## src/hw/rtl/cfp_pkg.sv

```systemverilog
// Shared constants and types for the command frame parser.
package cfp_pkg;

  localparam logic [7:0] SyncA     = 8'hAA;
  localparam logic [7:0] SyncB     = 8'hFF;
  localparam logic [7:0] TypeGain  = 8'h02;
  localparam logic [7:0] TypeSpeed = 8'h03;

  localparam logic [2:0] LenGain  = 3'd3;
  localparam logic [2:0] LenSpeed = 3'd4;

  localparam logic [1:0] FtNone  = 2'd0;
  localparam logic [1:0] FtGain  = 2'd1;
  localparam logic [1:0] FtSpeed = 2'd2;

  localparam logic KindGain  = 1'b0;
  localparam logic KindSpeed = 1'b1;

  // Decoded frame as it leaves the parser.
  typedef struct packed {
    logic               frame_kind;
    logic [7:0]         gain_p;
    logic [7:0]         gain_i;
    logic [7:0]         gain_d;
    logic signed [15:0] speed_first;
    logic signed [15:0] speed_second;
  } result_t;

endpackage

```

## src/hw/rtl/cfp_if.sv

```systemverilog
// Handshake interfaces for the received byte stream and the decoded frames.
interface cfp_byte_if;
  logic       valid;
  logic       ready;
  logic [7:0] rx_byte;

  modport source (output valid, output rx_byte, input ready);
  modport sink   (input valid, input rx_byte, output ready);
endinterface

interface cfp_result_if;
  logic               valid;
  logic               ready;
  logic               frame_kind;
  logic [7:0]         gain_p;
  logic [7:0]         gain_i;
  logic [7:0]         gain_d;
  logic signed [15:0] speed_first;
  logic signed [15:0] speed_second;

  modport source (output valid, output frame_kind, output gain_p, output gain_i,
                  output gain_d, output speed_first, output speed_second,
                  input ready);
  modport sink   (input valid, input frame_kind, input gain_p, input gain_i,
                  input gain_d, input speed_first, input speed_second,
                  output ready);
endinterface

```

## src/hw/rtl/cfp_in_stage.sv

```systemverilog
// Input register for received bytes.
module cfp_in_stage (
  input  logic       clk_i,
  input  logic       rst_ni,
  cfp_byte_if.sink   rx_i,
  input  logic       take_i,
  output logic       valid_o,
  output logic [7:0] byte_o
);
  import cfp_pkg::*;

  logic       valid_q;
  logic [7:0] byte_q;
  logic       load;

  // Refill when empty or when the parser consumes the held byte this cycle.
  assign load     = !valid_q || take_i;
  assign rx_i.ready = load;

  always_ff @(posedge clk_i or negedge rst_ni) begin
    if (!rst_ni) begin
      valid_q <= 1'b0;
    end else if (load) begin
      valid_q <= rx_i.valid;
    end
  end

  always_ff @(posedge clk_i) begin
    if (load && rx_i.valid) begin
      byte_q <= rx_i.rx_byte;
    end
  end

  assign valid_o = valid_q;
  assign byte_o  = byte_q;

endmodule

```

## src/hw/rtl/cfp_parse.sv

```systemverilog
// Frame parser state, payload store and result register.
module cfp_parse (
  input  logic           clk_i,
  input  logic           rst_ni,
  input  logic           valid_i,
  input  logic [7:0]     byte_i,
  output logic           take_o,
  cfp_result_if.source   res_o
);
  import cfp_pkg::*;

  localparam logic [3:0] PhIdle    = 4'd0;
  localparam logic [3:0] PhSyncB   = 4'd1;
  localparam logic [3:0] PhType    = 4'd2;
  localparam logic [3:0] PhPayload = 4'd3;

  logic [3:0] phase_q, phase_d;
  logic [2:0] len_q, len_d;
  logic [1:0] ftype_q, ftype_d;
  logic [2:0] idx_q, idx_d;
  logic [7:0] store_q [4];
  logic [7:0] store_d [4];

  logic       res_valid_q;
  result_t    res_q, res_d;
  logic       adv, take, fire;
  logic [3:0] ph_trl_b, ph_trl_a;
  logic [2:0] idx_inc;

  assign adv    = !res_valid_q || res_o.ready;
  assign take   = valid_i && adv;
  assign take_o = take;

  assign ph_trl_b = PhPayload + {1'b0, len_q};
  assign ph_trl_a = ph_trl_b + 4'd1;
  assign idx_inc  = idx_q + 3'd1;

  always_comb begin
    phase_d = phase_q;
    len_d   = len_q;
    ftype_d = ftype_q;
    idx_d   = idx_q;
    store_d = store_q;
    fire    = 1'b0;
    res_d   = '0;
    if (phase_q == PhIdle && byte_i == SyncA) begin
      phase_d = PhSyncB;
    end else if (phase_q == PhSyncB && byte_i == SyncB) begin
      phase_d = PhType;
    end else if (phase_q == PhType) begin
      if (byte_i == TypeGain) begin
        len_d   = LenGain;
        ftype_d = FtGain;
        idx_d   = '0;
        phase_d = PhPayload;
      end else if (byte_i == TypeSpeed) begin
        len_d   = LenSpeed;
        ftype_d = FtSpeed;
        idx_d   = '0;
        phase_d = PhPayload;
      end else begin
        phase_d = PhIdle;
        len_d   = '0;
        ftype_d = FtNone;
        idx_d   = '0;
      end
    end else if (len_q != '0 && phase_q >= PhPayload && phase_q < ph_trl_b) begin
      // Payload bytes are stored unchecked.
      store_d[idx_q[1:0]] = byte_i;
      phase_d = phase_q + 4'd1;
      idx_d   = (idx_inc >= len_q) ? 3'd0 : idx_inc;
    end else if (len_q != '0 && phase_q == ph_trl_b && byte_i == SyncB) begin
      phase_d = phase_q + 4'd1;
    end else if (len_q != '0 && phase_q == ph_trl_a && byte_i == SyncA) begin
      if (ftype_q == FtGain) begin
        fire             = 1'b1;
        res_d.frame_kind = KindGain;
        res_d.gain_p     = store_q[0];
        res_d.gain_i     = store_q[1];
        res_d.gain_d     = store_q[2];
      end else if (ftype_q == FtSpeed) begin
        fire               = 1'b1;
        res_d.frame_kind   = KindSpeed;
        res_d.speed_first  = {store_q[1], store_q[0]};
        res_d.speed_second = {store_q[3], store_q[2]};
      end
      phase_d = PhIdle;
      len_d   = '0;
      ftype_d = FtNone;
      idx_d   = '0;
    end else begin
      // Mismatch: back to idle, byte dropped.
      phase_d = PhIdle;
      len_d   = '0;
      ftype_d = FtNone;
      idx_d   = '0;
    end
  end

  always_ff @(posedge clk_i or negedge rst_ni) begin
    if (!rst_ni) begin
      phase_q <= PhIdle;
      len_q   <= '0;
      ftype_q <= FtNone;
      idx_q   <= '0;
      for (int k = 0; k < 4; k++) begin
        store_q[k] <= '0;
      end
    end else if (take) begin
      phase_q <= phase_d;
      len_q   <= len_d;
      ftype_q <= ftype_d;
      idx_q   <= idx_d;
      store_q <= store_d;
    end
  end

  always_ff @(posedge clk_i or negedge rst_ni) begin
    if (!rst_ni) begin
      res_valid_q <= 1'b0;
    end else if (adv) begin
      res_valid_q <= take && fire;
    end
  end

  always_ff @(posedge clk_i) begin
    if (take && fire) begin
      res_q <= res_d;
    end
  end

  assign res_o.valid        = res_valid_q;
  assign res_o.frame_kind   = res_q.frame_kind;
  assign res_o.gain_p       = res_q.gain_p;
  assign res_o.gain_i       = res_q.gain_i;
  assign res_o.gain_d       = res_q.gain_d;
  assign res_o.speed_first  = res_q.speed_first;
  assign res_o.speed_second = res_q.speed_second;

`ifndef SYNTH
  a_phase_range: assert property (@(posedge clk_i) disable iff (!rst_ni)
    phase_q <= 4'd8)
    else $error("phase beyond trailer");

  a_idle_clean: assert property (@(posedge clk_i) disable iff (!rst_ni)
    phase_q == PhIdle |-> (len_q == '0 && ftype_q == FtNone && idx_q == '0))
    else $error("idle with frame context");

  a_gain_zero: assert property (@(posedge clk_i) disable iff (!rst_ni)
    (res_valid_q && res_q.frame_kind == KindGain) |->
      (res_q.speed_first == '0 && res_q.speed_second == '0))
    else $error("gain frame with speed data");

  a_speed_zero: assert property (@(posedge clk_i) disable iff (!rst_ni)
    (res_valid_q && res_q.frame_kind == KindSpeed) |->
      (res_q.gain_p == '0 && res_q.gain_i == '0 && res_q.gain_d == '0))
    else $error("speed frame with gain data");

  a_fire_to_idle: assert property (@(posedge clk_i) disable iff (!rst_ni)
    (take && fire) |=> phase_q == PhIdle)
    else $error("parser not idle after frame end");
`endif

endmodule

```

## src/hw/rtl/command_frame_parser_core.sv

```systemverilog
// Top level of the command frame parser.
//
// Usage:
//   rx_i takes received link bytes, one per transaction (valid/ready).
//   Frames are AA FF, type, payload, FF AA. Type 02 carries P, I, D gain
//   bytes; type 03 carries two little-endian signed 16-bit speeds.
//   res_o gives one transaction per completed frame: frame_kind plus the
//   decoded fields; fields unused by the frame kind read as zero.
//   A mismatched header, type or trailer byte returns the parser to idle
//   and the byte is dropped.
// Timing:
//   One byte per cycle sustained unless a result waits on res_o.ready.
//   A byte is held in the input register, then the parser updates its
//   state and, on the closing AA, loads the result register, which
//   drives res_o.
// Reset: the parser goes idle, payload store cleared, both registers empty.
// Stall: a waiting result holds and the parser takes no byte; if the input
// register is empty it still takes one more byte, then rx_i.ready stays low
// until res_o.ready returns.
module command_frame_parser_core (
  input  logic         clk_i,
  input  logic         rst_ni,
  cfp_byte_if.sink     rx_i,
  cfp_result_if.source res_o
);
  import cfp_pkg::*;

  logic       byte_valid;
  logic [7:0] byte_val;
  logic       take;

  cfp_in_stage u_in (
    .clk_i   (clk_i),
    .rst_ni  (rst_ni),
    .rx_i    (rx_i),
    .take_i  (take),
    .valid_o (byte_valid),
    .byte_o  (byte_val)
  );

  cfp_parse u_parse (
    .clk_i   (clk_i),
    .rst_ni  (rst_ni),
    .valid_i (byte_valid),
    .byte_i  (byte_val),
    .take_o  (take),
    .res_o   (res_o)
  );

endmodule

```

## src/flat_wrapper.sv

```systemverilog
// flat-port wrapper written by rule: the top's interface ports become plain ports
module command_frame_parser_core_flat import cfp_pkg::*;
  (clk_i, rst_ni, rx_i_valid, rx_i_rx_byte, rx_i_ready, res_o_valid, res_o_frame_kind, res_o_gain_p, res_o_gain_i, res_o_gain_d, res_o_speed_first, res_o_speed_second, res_o_ready);
  cfp_byte_if rx_i_i ();
  cfp_result_if res_o_i ();
  input  logic clk_i;
  input  logic rst_ni;
  input wire logic [$bits(rx_i_i.valid)-1:0] rx_i_valid;
  input wire logic [$bits(rx_i_i.rx_byte)-1:0] rx_i_rx_byte;
  output wire logic [$bits(rx_i_i.ready)-1:0] rx_i_ready;
  output wire logic [$bits(res_o_i.valid)-1:0] res_o_valid;
  output wire logic [$bits(res_o_i.frame_kind)-1:0] res_o_frame_kind;
  output wire logic [$bits(res_o_i.gain_p)-1:0] res_o_gain_p;
  output wire logic [$bits(res_o_i.gain_i)-1:0] res_o_gain_i;
  output wire logic [$bits(res_o_i.gain_d)-1:0] res_o_gain_d;
  output wire logic [$bits(res_o_i.speed_first)-1:0] res_o_speed_first;
  output wire logic [$bits(res_o_i.speed_second)-1:0] res_o_speed_second;
  input wire logic [$bits(res_o_i.ready)-1:0] res_o_ready;
  assign rx_i_i.valid = rx_i_valid;
  assign rx_i_i.rx_byte = rx_i_rx_byte;
  assign rx_i_ready = rx_i_i.ready;
  assign res_o_valid = res_o_i.valid;
  assign res_o_frame_kind = res_o_i.frame_kind;
  assign res_o_gain_p = res_o_i.gain_p;
  assign res_o_gain_i = res_o_i.gain_i;
  assign res_o_gain_d = res_o_i.gain_d;
  assign res_o_speed_first = res_o_i.speed_first;
  assign res_o_speed_second = res_o_i.speed_second;
  assign res_o_i.ready = res_o_ready;
  command_frame_parser_core u_core (.clk_i(clk_i), .rst_ni(rst_ni), .rx_i(rx_i_i), .res_o(res_o_i));
endmodule
```

## config.mk

```make
export PLATFORM = sky130hd
export DESIGN_NAME = command_frame_parser_core_flat
export DESIGN_NICKNAME = d
export VERILOG_FILES = /design/src/hw/rtl/cfp_pkg.sv /design/src/hw/rtl/cfp_if.sv /design/src/hw/rtl/cfp_in_stage.sv /design/src/hw/rtl/cfp_parse.sv /design/src/hw/rtl/command_frame_parser_core.sv /design/src/flat_wrapper.sv
export SDC_FILE = /design/constraint.sdc
export NUM_CORES = 1
export LEC_CHECK = 0
export BUFFER_PORTS_ARGS = -buffer_cell sky130_fd_sc_hd__buf_2
export CAP_MARGIN = 0
export CORE_ASPECT_RATIO = 1.4
export CORE_UTILIZATION = 56
export DETAILED_ROUTE_END_ITERATION = 10
export GPL_TIMING_DRIVEN = 0
export PLACE_DENSITY = 0.79
export SETUP_SLACK_MARGIN = 0.4
export SLEW_MARGIN = 5
export SYNTH_ARGS = -nofsm -noshare
export SYNTH_HDL_FRONTEND = slang
export SYNTH_SLANG_ARGS = --single-unit
```

## constraint.sdc

```tcl
create_clock -name clk_i -period 10 [get_ports clk_i]
set_input_delay 0 -clock clk_i [delete_from_list [all_inputs] [get_ports clk_i]]
set_output_delay 0 -clock clk_i [all_outputs]
set_load 0.05 [all_outputs]
```

==> out/metrics.cfg <==
[synth]
synth_top_flop_cell=edfxtp_1
yosysSeqAreaShare_pct=64.3
ys_warn_count=0
synth-edff-count=65
synthArstFlopShare_pct=39.8
synth_top_area_share_pct=41.5
ys_ff_latch=108
synth_cells=320
netlist_top_cells_area=edfxtp_1 41%, dfrtp_1 23%, mux2_2 8.4%
avgSynthCellArea_um2=14.7
synth_top_area_cell=edfxtp_1
syn-cell-area_um2=4710
ys_types=48
synth_nets=350

[cts]
htreeDepth=3
cts.sinks=108
cts_tree=yes
clk_pin_slew_ns=0.07
root_buffer=clkbuf_16
postCtsSetupBuffers=0
clkLatencyLatePin_ns=0.35
ctsLongestPathBuffers=2
numCtsBuffers=9

[run_status]
status=completed

[drt]
vias_per_cell=5.77
via_count=3037
first_pass_iters=4
drc_errors=0
ant_nets=0
wl_per_cell_um=18.6
drt-total-wl_um=9810
drtIter0Drc=206

[finish]
fin_cells=526
utilization_pct=69.3
area_growth_pct=20.0
finalNetCount=449
n_fill_cell=536
n_antenna_cell=0
drive_gt1_share_pct=34.9

[sta]
finClkSkew_ns=0.00487
worst_pin_slew_ns=0.984
finalSetupViolations=0
report.final.slew_viol_count=0
period_share_pct=35.6
fmax_mhz=281
rsz0062_at_grt=no
slew_headroom_pct=34.4
fin_crit_ns=3.56
timing.hold.ws_ns=0.0946
hold_violations=0

[die]
row_count=39
die_h_um=110
coreArea_um2=8150
boundaryPins=71
start_util_pct=57.8
die-area_um2=8780
chipWidth_um=79.5

[worst_setup_path]
required_ns=10.05
worstPathMaxFanout=9
path_class=reg2reg
worstRegToRegCells=10
timing.rr.start=u_core.u_parse.len_q[1]
r2r_end=u_core.u_parse.res_o.speed_second[9]
critPathLaunch=u_core.u_parse.len_q[1]
cp-end-kind=register
start_kind=register
r2r_setup_slack_ns=6.44
cp_data_arrival_time_ns=3.61

[grt]
overflow=0
grt_pass1_wl_um=15700
grt_pass1_vias=3086
antenna_found_initial=0
grt_usage_pct=24.2
grt_max_degree=44

[min_path]
hold_path_depth=3
min_delay_worst_endpoint=u_core.u_parse.res_o.valid
hold_class=in2reg
hp-start=res_o_ready

[power_and_ir_drop]
irDropWorstVdd_uv=109
p_leak_uw=0.00275
powerDensity_nw_per_um2=151

[place]
placedCellCount=499
place.port_buffers=70
globalplace.congestion=0.839
hpwl_um=6410

[run]
drv_cap=0

-- final cells by class --
type | count | area, um^2 | area share [%]
clock inverter | 6 | 63.8 | 1.13
tap | 102 | 128 | 2.26
timing repair buffer | 88 | 513 | 9.08
inverter | 13 | 48.8 | 0.864
buffer | 15 | 92.6 | 1.64
multi-input combinational | 184 | 1550 | 27.4
clock buffer | 10 | 229 | 4.05
sequential | 108 | 3030 | 53.6
-- what timing repair did --
item,CTS,global route
gates resized for setup,0,0
hold buffers,11,0
hold endpoints to repair,52,0
setup endpoints to repair,0,0
-- worst max-delay path, stage by stage (launching register included) --
cell	delay (ns)
dfrtp_1	0.52
inv_1	0.19
ha_1	0.38
inv_1	0.06
ha_1	0.29
and4_1	0.20
and4bb_1	0.23
or2_4	0.26
nor4_2	0.63
buf_4	0.30
buf_4	0.20
-- Yosys cell counts, types with 4 or more instances --
cell type	instances
mux2_2	35
buf_6	4
edfxtp_1	65
and3_1	57
ha_1	18
nor2_1	7
clkbuf_1	6
nand2_1	4
inv_1	13
nand3_2	4
dfrtp_1	43
o21a_1	4
-- metal layers --
layer / vias up / GRT usage [%] / wire length, um / part of all wire (%)
met1: 1526 / 28.1 / 3660 / 37
met5: - / 0 / 0 / 0
li1: 1388 / - / - / -
met2: 95 / 41.7 / 5400 / 55
met3: 28 / 4.55 / 402 / 4.1
met4: 0 / 12.6 / 348 / 3.5
-- flip-flops by register name (all words and copies together), names as in the netlist, 2 cells and up --
register	cells
u_core.u_parse.res_o.speed_first	16
u_core.u_parse.res_o.gain_d	8
u_core.u_parse.len_q	2
u_core.u_in.byte_o	8
u_core.u_parse.res_o.gain_i	8
u_core.u_parse.res_o.gain_p	8
u_core.u_parse.store_q	32
u_core.u_parse.res_o.speed_second	16
u_core.u_parse.phase_q	4
u_core.u_parse.idx_q	3
-- metrics by stage --
step	setup slack (ns)	setup TNS, ns	cell area, um^2	power, uW
finish	6.44	0	5650	851
global placement	-0.301	-9.13	5190	504
detailed placement	6.52	0	5250	505
CTS	6.48	0	5650	853
floorplan	1.84	0	4710	493
global route	6.31	0	5650	873
-- cells in the final DEF, fill, tap and decap left out, types with 4 or more instances in the layout --
cell,instances
dlygate4sd3_1,11
o21a_1,4
ha_1,18
and3_1,57
edfxtp_1,65
nand2_1,4
inv_1,13
clkbuf_1,7
mux2_2,35
buf_6,4
buf_2,72
clkbuf_16,9
buf_4,7
nor2_1,7
nand3_2,4
dfrtp_1,43
-- where the power goes --
part | switching, uW | internal (uW)
sequential | 7.61 | 473
clock | 157 | 195
combinational | 10.5 | 7.96
total | 176 | 676
-- cell families after synthesis --
logic type	count (synthesis)	share of synthesized area, %
buf+inv	28	3.00
compound gates	21	3.32
simple gates	104	15.1
mux	35	8.37
xor+xnor	6	1.12
flops	108	64.3
fa+ha+maj	18	4.78
-- how the worst max path moves through the flow --
stage,endpoint,slack (ns),cells after the start
3_3_place_gp,u_core.u_parse.res_o.valid,-0.30,9
4_1_cts,u_core.u_parse.res_o.speed_second[9],6.48,10
2_1_floorplan,u_core.u_parse.res_o.valid,1.84,9
3_5_place_dp,u_core.u_parse.res_o.gain_d[1],6.52,10
5_1_grt,u_core.u_parse.res_o.speed_second[0],6.31,10
6_report,u_core.u_parse.res_o.speed_second[9],6.44,10
Power figures use the tool's default switching activity.
